File: config.mk
export PLATFORM = sky130hd
export DESIGN_NAME = nfa_subset_step
export DESIGN_NICKNAME = d
export VERILOG_FILES = /design/src/hdl/nss_pkg.sv /design/src/hdl/nfa_subset_step.sv /design/src/hdl/nss_closure.sv
export SDC_FILE = /design/constraint.sdc
export NUM_CORES = 1
export LEC_CHECK = 0
export ABC_AREA = 1
export BUFFER_PORTS_ARGS = -buffer_cell sky130_fd_sc_hd__buf_2
export CAP_MARGIN = 20
export CORE_MARGIN = 2
export CORE_UTILIZATION = 43
export DETAILED_ROUTE_END_ITERATION = 8
export GPL_TIMING_DRIVEN = 1
export PLACE_DENSITY = 0.58
export SYNTH_ARGS = -nofsm -noshare
export SYNTH_HDL_FRONTEND = slang
export SYNTH_SLANG_ARGS = --single-unit
File: constraint.sdc
create_clock -name clk -period 7.7 [get_ports clk]
set_input_delay 0.385 -clock clk [delete_from_list [all_inputs] [get_ports clk]]
set_output_delay 0.385 -clock clk [all_outputs]
set_load 0.05 [all_outputs]
File: src/hdl/nss_pkg.sv
// nss_pkg: shared constants, types and helpers for the nfa subset step block
// depends on nothing; used by nss_closure, nfa_subset_step and nss_checker
package nss_pkg;

    localparam int NUM_STATES  = 8;
    localparam int NUM_SYMBOLS = 4;

    localparam int SET_W   = 8;
    localparam int MATRIX_W = 64;
    localparam int SYM_W   = 2;
    localparam int CNT_W   = 3;
    localparam int INDEX_W = 3;

    localparam logic [SET_W-1:0] STATE_MASK = SET_W'((9'd1 << NUM_STATES) - 9'd1);

    typedef enum logic
    {
        KIND_CLOSURE   = 1'b0,
        KIND_SUCCESSOR = 1'b1
    } kind_t;

    typedef enum logic [INDEX_W-1:0]
    {
        REG_EPS_MOVES    = 3'd0,
        REG_SYM0_MOVES   = 3'd1,
        REG_SYM1_MOVES   = 3'd2,
        REG_SYM2_MOVES   = 3'd3,
        REG_SYM3_MOVES   = 3'd4,
        REG_SYMBOL_COUNT = 3'd5
    } reg_index_t;

    // union of the matrix rows of every member state
    function automatic logic [SET_W-1:0] move_set(
        input logic [MATRIX_W-1:0] matrix,
        input logic [SET_W-1:0]    set
    );
        logic [SET_W-1:0] acc;
        acc = '0;
        for (int i = 0; i < NUM_STATES; i++)
        begin
            if (set[i])
            begin
                acc = acc | (matrix[8*i +: 8] & STATE_MASK);
            end
        end
        return acc;
    endfunction

endpackage

File: src/hdl/nfa_subset_step.sv
// nfa_subset_step: top level, config registers, item register and result register
// depends on nss_pkg and nss_closure
//
// an accepted item waits in the item register, its results go out through the result register
// throughput, set by the single shared move-and-closure unit behind the item register:
// closure items 1 per cycle, successor items one symbol per cycle (1 to 4), if not stalled
// reset: rst_n asynchronous active low, clears valids, matrices to 0, symbol count to 1
module nfa_subset_step
    import nss_pkg::*;
(
    input  logic                clk,
    input  logic                rst_n,
    // input items
    input  logic                in_valid,
    output logic                in_stall,
    input  logic                kind,
    input  logic [SET_W-1:0]    state_set,
    // result items
    output logic                out_valid,
    input  logic                out_stall,
    output logic [SET_W-1:0]    result_set,
    output logic [SYM_W-1:0]    symbol_index,
    output logic                last,
    // configuration writes
    input  logic                cfg_valid,
    output logic                cfg_ready,
    input  logic [INDEX_W-1:0]  cfg_index,
    input  logic [MATRIX_W-1:0] cfg_data
);

    // configuration registers
    logic [MATRIX_W-1:0] eps_moves_reg;
    logic [MATRIX_W-1:0] sym_moves_reg [NUM_SYMBOLS];
    logic [CNT_W-1:0]    symbol_count_reg;

    // item register: the item being worked through, one symbol per cycle while results drain
    logic                a_valid_reg;
    logic                a_valid_next;
    kind_t               a_kind_reg;
    logic [SET_W-1:0]    a_set_reg;
    logic [SYM_W-1:0]    a_sym_reg;
    logic [SYM_W-1:0]    a_sym_next;

    // result register
    logic                o_valid_reg;
    logic [SET_W-1:0]    o_set_reg;
    logic [SYM_W-1:0]    o_sym_reg;
    logic                o_last_reg;

    logic [SYM_W-1:0]    last_sym;
    logic                a_last;
    logic                adv_a;
    logic                a_done;
    logic                in_acc;
    logic [SET_W-1:0]    closed_set;

    // config port never back-pressures
    assign cfg_ready = 1'b1;

    always_ff @(posedge clk or negedge rst_n)
    begin
        if (!rst_n)
        begin
            eps_moves_reg    <= '0;
            symbol_count_reg <= CNT_W'(1);
            for (int k = 0; k < NUM_SYMBOLS; k++)
            begin
                sym_moves_reg[k] <= '0;
            end
        end
        else if (cfg_valid && cfg_ready)
        begin
            case (reg_index_t'(cfg_index))
                REG_EPS_MOVES:    eps_moves_reg    <= cfg_data;
                REG_SYM0_MOVES:   sym_moves_reg[0] <= cfg_data;
                REG_SYM1_MOVES:   if (NUM_SYMBOLS > 1) sym_moves_reg[1 % NUM_SYMBOLS] <= cfg_data;
                REG_SYM2_MOVES:   if (NUM_SYMBOLS > 2) sym_moves_reg[2 % NUM_SYMBOLS] <= cfg_data;
                REG_SYM3_MOVES:   if (NUM_SYMBOLS > 3) sym_moves_reg[3 % NUM_SYMBOLS] <= cfg_data;
                REG_SYMBOL_COUNT: symbol_count_reg <= cfg_data[CNT_W-1:0];
                default:          ;   // index beyond the list is dropped
            endcase
        end
    end

    // last symbol in use: zero counts as one, large counts saturate
    always_comb
    begin
        if (symbol_count_reg == '0)
        begin
            last_sym = '0;
        end
        else if (symbol_count_reg > CNT_W'(NUM_SYMBOLS))
        begin
            last_sym = SYM_W'(NUM_SYMBOLS - 1);
        end
        else
        begin
            last_sym = SYM_W'(symbol_count_reg - CNT_W'(1));
        end
    end

    // closure items finish in one pass, successor items at the last symbol
    assign a_last = (a_kind_reg == KIND_CLOSURE) || (a_sym_reg == last_sym);

    // item register hands a result over whenever the result register is free or draining
    assign adv_a  = a_valid_reg && (!o_valid_reg || !out_stall);
    assign a_done = adv_a && a_last;

    // take the next item in the same cycle the current one hands over its final result
    assign in_stall = a_valid_reg && !a_done;
    assign in_acc   = in_valid && !in_stall;

    always_comb
    begin
        a_valid_next = a_valid_reg;
        a_sym_next   = a_sym_reg;
        if (in_acc)
        begin
            a_valid_next = 1'b1;
            a_sym_next   = '0;
        end
        else if (a_done)
        begin
            a_valid_next = 1'b0;
        end
        else if (adv_a)
        begin
            a_sym_next = a_sym_reg + SYM_W'(1);
        end
    end

    always_ff @(posedge clk or negedge rst_n)
    begin
        if (!rst_n)
        begin
            a_valid_reg <= 1'b0;
            a_sym_reg   <= '0;
        end
        else
        begin
            a_valid_reg <= a_valid_next;
            a_sym_reg   <= a_sym_next;
        end
    end

    // item payload, no reset needed
    always_ff @(posedge clk)
    begin
        if (in_acc)
        begin
            a_kind_reg <= kind_t'(kind);
            a_set_reg  <= state_set;
        end
    end

    // shared move and epsilon closure for the current symbol
    nss_closure u_closure
    (
        .kind       (a_kind_reg),
        .state_set  (a_set_reg),
        .sym_moves  (sym_moves_reg[a_sym_reg]),
        .eps_moves  (eps_moves_reg),
        .closed_set (closed_set)
    );

    // result register
    always_ff @(posedge clk or negedge rst_n)
    begin
        if (!rst_n)
        begin
            o_valid_reg <= 1'b0;
        end
        else if (adv_a)
        begin
            o_valid_reg <= 1'b1;
        end
        else if (!out_stall)
        begin
            o_valid_reg <= 1'b0;
        end
    end

    always_ff @(posedge clk)
    begin
        if (adv_a)
        begin
            o_set_reg  <= closed_set;
            o_sym_reg  <= (a_kind_reg == KIND_CLOSURE) ? '0 : a_sym_reg;
            o_last_reg <= a_last;
        end
    end

    assign out_valid    = o_valid_reg;
    assign result_set   = o_set_reg;
    assign symbol_index = o_sym_reg;
    assign last         = o_last_reg;

endmodule

File: src/hdl/nss_closure.sv
// nss_closure: one symbol move followed by the epsilon closure, all combinational
// depends on nss_pkg
module nss_closure
    import nss_pkg::*;
(
    input  kind_t                kind,
    input  logic [SET_W-1:0]     state_set,
    input  logic [MATRIX_W-1:0]  sym_moves,
    input  logic [MATRIX_W-1:0]  eps_moves,
    output logic [SET_W-1:0]     closed_set
);

    logic [SET_W-1:0] start_set;
    logic [SET_W-1:0] cur;

    always_comb
    begin
        if (kind == KIND_SUCCESSOR)
        begin
            start_set = move_set(sym_moves, state_set & STATE_MASK);
        end
        else
        begin
            start_set = state_set & STATE_MASK;
        end
    end

    // bounded fixpoint, one round per state
    always_comb
    begin
        cur = start_set;
        for (int r = 0; r < NUM_STATES; r++)
        begin
            cur = cur | move_set(eps_moves, cur);
        end
        closed_set = cur & STATE_MASK;
    end

endmodule

==> key figures <==
Outcome
  • Result of the run: complete, no violations

Drt
  • DR vias: 18,106
  • DRC marker count from the first detailed-route iteration: between 1,500 and 2,000
  • Routed wirelength normalized by instance count: a little under 20 um
  • Via density per instance: between 5 and 6
  • Remaining antenna violation count after routing: 0
  • Total routed wirelength: 69.4 mm
  • Number of search-and-repair iterations in the first detailed-routing pass: 6
  • Post-detailed-route DRC marker count: 0

Worst hold path
  • Worst min path class: in2reg

Pwr
  • P_int: approximately 4 mW
  • LEAKAGE: approximately 12 nW
  • Power density normalized to cell area: 323 mW/mm2
  • Switching part of the total power: 41.6%
  • Maximum resistive drop on vdd: 0.000225 V
  • Combinational cell fraction of total power: about a third
  • Post-layout power: 6.82 mW
  • Switching component of the power: approximately 2.8 mW
  • Clock network fraction of design power: roughly 27%
  • Portion of total power attributed to sequential cells: 37.7%

Place
  • Placement-stage worst setup slack: around 1.3 ns
  • Detailed placement HPWL: approximately 46 mm
  • GP Congestion: between 0.9 and 1
  • Placed Cells incl. Taps: ~3,400
  • Number of port buffers: a little over 90
  • Instance area at placement: 0.0197 mm2

Setup path
  • Arrival time at the worst endpoint: ~7 ns
  • Worst-path maximum fanout: 127
  • Sort of element at the start of the critical path: flip-flop
  • Worst path max stage delay: 0.70 ns
  • WP data required: roughly 8 ns
  • Critical path endpoint category: flip-flop
  • Library cell contributing the largest single delay on the critical path: inv_6
  • Most used cell along the critical path: nand2_1
  • Type of the worst setup path: reg2reg

Yosys
  • Predominant post-synthesis flop cell: dfrtp_1
  • Top-area cell type share of the netlist area: a little over two fifths
  • Synthesized flop and latch total: approximately 340
  • Share of the yosys chip area belonging to registers: between 40% and 50%
  • Yosys warning count: 0
  • Syn avg cell area: approximately 6.6 um2
  • Mapped cell area: 0.0191 mm2
  • Share of flip-flops with an asynchronous set or reset after synthesis: ~94%
  • Number of flops mapped to enable cells by yosys: 20
  • Yosys cell types: 32
  • Mapped Cells: about 2,900
  • Library cell occupying the most area in the post-synthesis netlist: dfrtp_1
  • Leading cell types by total area after synthesis: dfrtp_1 42%, nand2_1 27%, o21ai_0 8.7%, inv_1 6.3%, edfxtp_1 3.1%
  • Mapped Nets: approximately 3,000

Global routing
  • Global-route wire length before repair: 106 mm
  • Global router's overall resource usage: between 30 and 40%
  • Leftover overflow at the end of global routing: 0
  • Number of antenna violations at the first check in global routing: 2
  • Via count of the first global-routing pass: roughly 17,000
  • Largest net degree at the start of global routing: roughly 140

STA
  • Unrepaired setup endpoints after global routing: false
  • Post-layout minimum cycle time: 6.58 ns
  • Worst hold slack: roughly 0.038 ns
  • Skew final: 0.0271 ns
  • Final Hold Fails: 0
  • Setup ws final: 1.12 ns
  • Max-slew violations: 0
  • Transition time of the tightest slew-check pin: 1.18 ns
  • Worst rel slew slack: roughly 21%
  • Setup TNS: 0 ns
  • Final setup violation count: 0
  • Final worst path period share: 85.5%
  • Fmax: about 150 MHz

Floorplan
  • Total core area: ~0.044 mm2
  • I/O pins: between 90 and 100
  • Die extent in y: between 200 and 250 um
  • Row count: between 70 and 80
  • Die X: 215 um
  • Starting density of the core: 43.4%
  • Floorplan die area: between 0.04 and 0.05 mm2

Finish
  • Share of post-route cells with drive strength above 1: slightly below 9%
  • Layout overhead on the synthesized area: 10.5%
  • NumNets Final: between 2,000 and 3,000
  • Storage element area: ~0.0086 mm2
  • FILL cells: approximately 4,600
  • Flip-flop count of the largest register, all copies and words added: approximately 260
  • Final std cell area, no fill: between 0.02 and 0.025 mm2
  • Final cell count without fillers: around 3,500
  • Multi-input combinational cell area: about 0.0085 mm2
  • N_diodes: 0
  • Utilization of the core after routing: a little under half

Run
  • Max-capacitance violation count: 0

Clock network
  • Clk slew on worst S/H paths: roughly 0.060 ns
  • H-tree level count: 2
  • Post-CTS setup buffers: 0
  • TritonCTS clock tree: built
  • Buffers from clock root to sink, at most: 3
  • Insertion delay to the later sink of the worst-skew pair: 0.57 ns
  • CTS Buf Count: 40
  • CTS Sinks: 339
  • Clock tree root buffer cell: clkbuf_16
[cells in the mapped netlist (all sizes together) (2+ instances only)]
| cell type | number |
|---|---|
| a21oi | 6 |
| clkbuf | 90 |
| o21ai | 334 |
| a22o | 2 |
| a21boi | 5 |
| buf | 87 |
| nor2 | 158 |
| nand2 | 1417 |
| o221ai | 8 |
| edfxtp | 20 |
| inv | 323 |
| xor2 | 2 |
| dfrtp | 318 |
| nand3 | 98 |
| nand4 | 2 |
[path summary, 6_finish.rpt]
check,start,endpoint,slack (ns),cells after the start
worst max register to register,a_sym_reg[0],result_set[4],1.12,42
worst min register to register,sym_moves_reg[81],sym_moves_reg[81],0.48,2
worst max-delay path,a_sym_reg[0],result_set[4],1.12,42
worst min-delay path,in_valid,a_valid_reg,0.04,3
min in group asynchronous,rst_n,sym_moves_reg[81],0.46,2
max in group asynchronous,rst_n,eps_moves_reg[55],5.80,3
[cell usage in the layout (no fill, tap or decap), drive strengths merged, types with 5 or more instances in the layout]
cell type	n
edfxtp	20
a21boi	5
nand3	98
clkbuf	50
buf	118
inv	325
dfrtp	318
o21ai	334
nor2	158
dlygate4sd3	10
nand2	1417
a21oi	6
clkinv	16
o221ai	8
[worst max-delay path, delay by kind of cell (launching register included)]
family,cells,cell delay [ns]
buffers and inverters,1,0.70
flip-flops,1,0.57
AND/OR/NAND/NOR,41,4.83
[area by class of cell]
cell class              instances  share of cell area, %
well taps                     592                   3.51
clock buffers                  50                   5.25
repair buffers                128                   3.77
flip-flops and latches        339                   40.7
clock inverters                20                  0.811
inverters                     324                   5.78
multi-input cells            2036                   40.2
[timing repair]
| action | CTS | global route |
|---|---|---|
| endpoints found under the setup margin | 0 | 0 |
| gates resized for setup | 0 | 0 |
| hold endpoints to repair | 121 | 0 |
| hold buffers | 10 | 0 |
[metal layers]
| metal | vias up | global-route usage (%) | part of all wire [%] |
|---|---|---|---|
| met5 | - | 0 | 0.012 |
| met4 | 2 | 13.3 | 4.6 |
| met3 | 207 | 5.00 | 7.4 |
| met2 | 697 | 46.3 | 44 |
| met1 | 8528 | 42.1 | 44 |
| li1 | 8672 | - | - |
[cell families (layout without fill, tap and decap cells)]
group / after synthesis / count (layout) / share of synthesized area, %
buffers and inverters: 501 / 522 / 10.9
XOR/XNOR: 2 / 2 / 0.0917
AND/OR/NAND/NOR: 1676 / 1676 / 34.4
AO/OA/AOI/OAI: 356 / 356 / 9.59
adder cells (fa/ha/maj): 1 / 1 / 0.0655
other: 1 / 1 / 0.0196
flip-flops: 339 / 339 / 44.9
[power by group through the flow]
stage	Combinational, mW	Sequential [mW]	Clock, mW
floorplan	1.83	2.31	0
global placement	2.34	2.57	0
detailed placement	2.36	2.58	0
CTS	2.38	2.55	1.90
global route	2.70	2.59	1.98
finish	2.37	2.57	1.87
No activity file was read; power rests on OpenSTA's default activity.
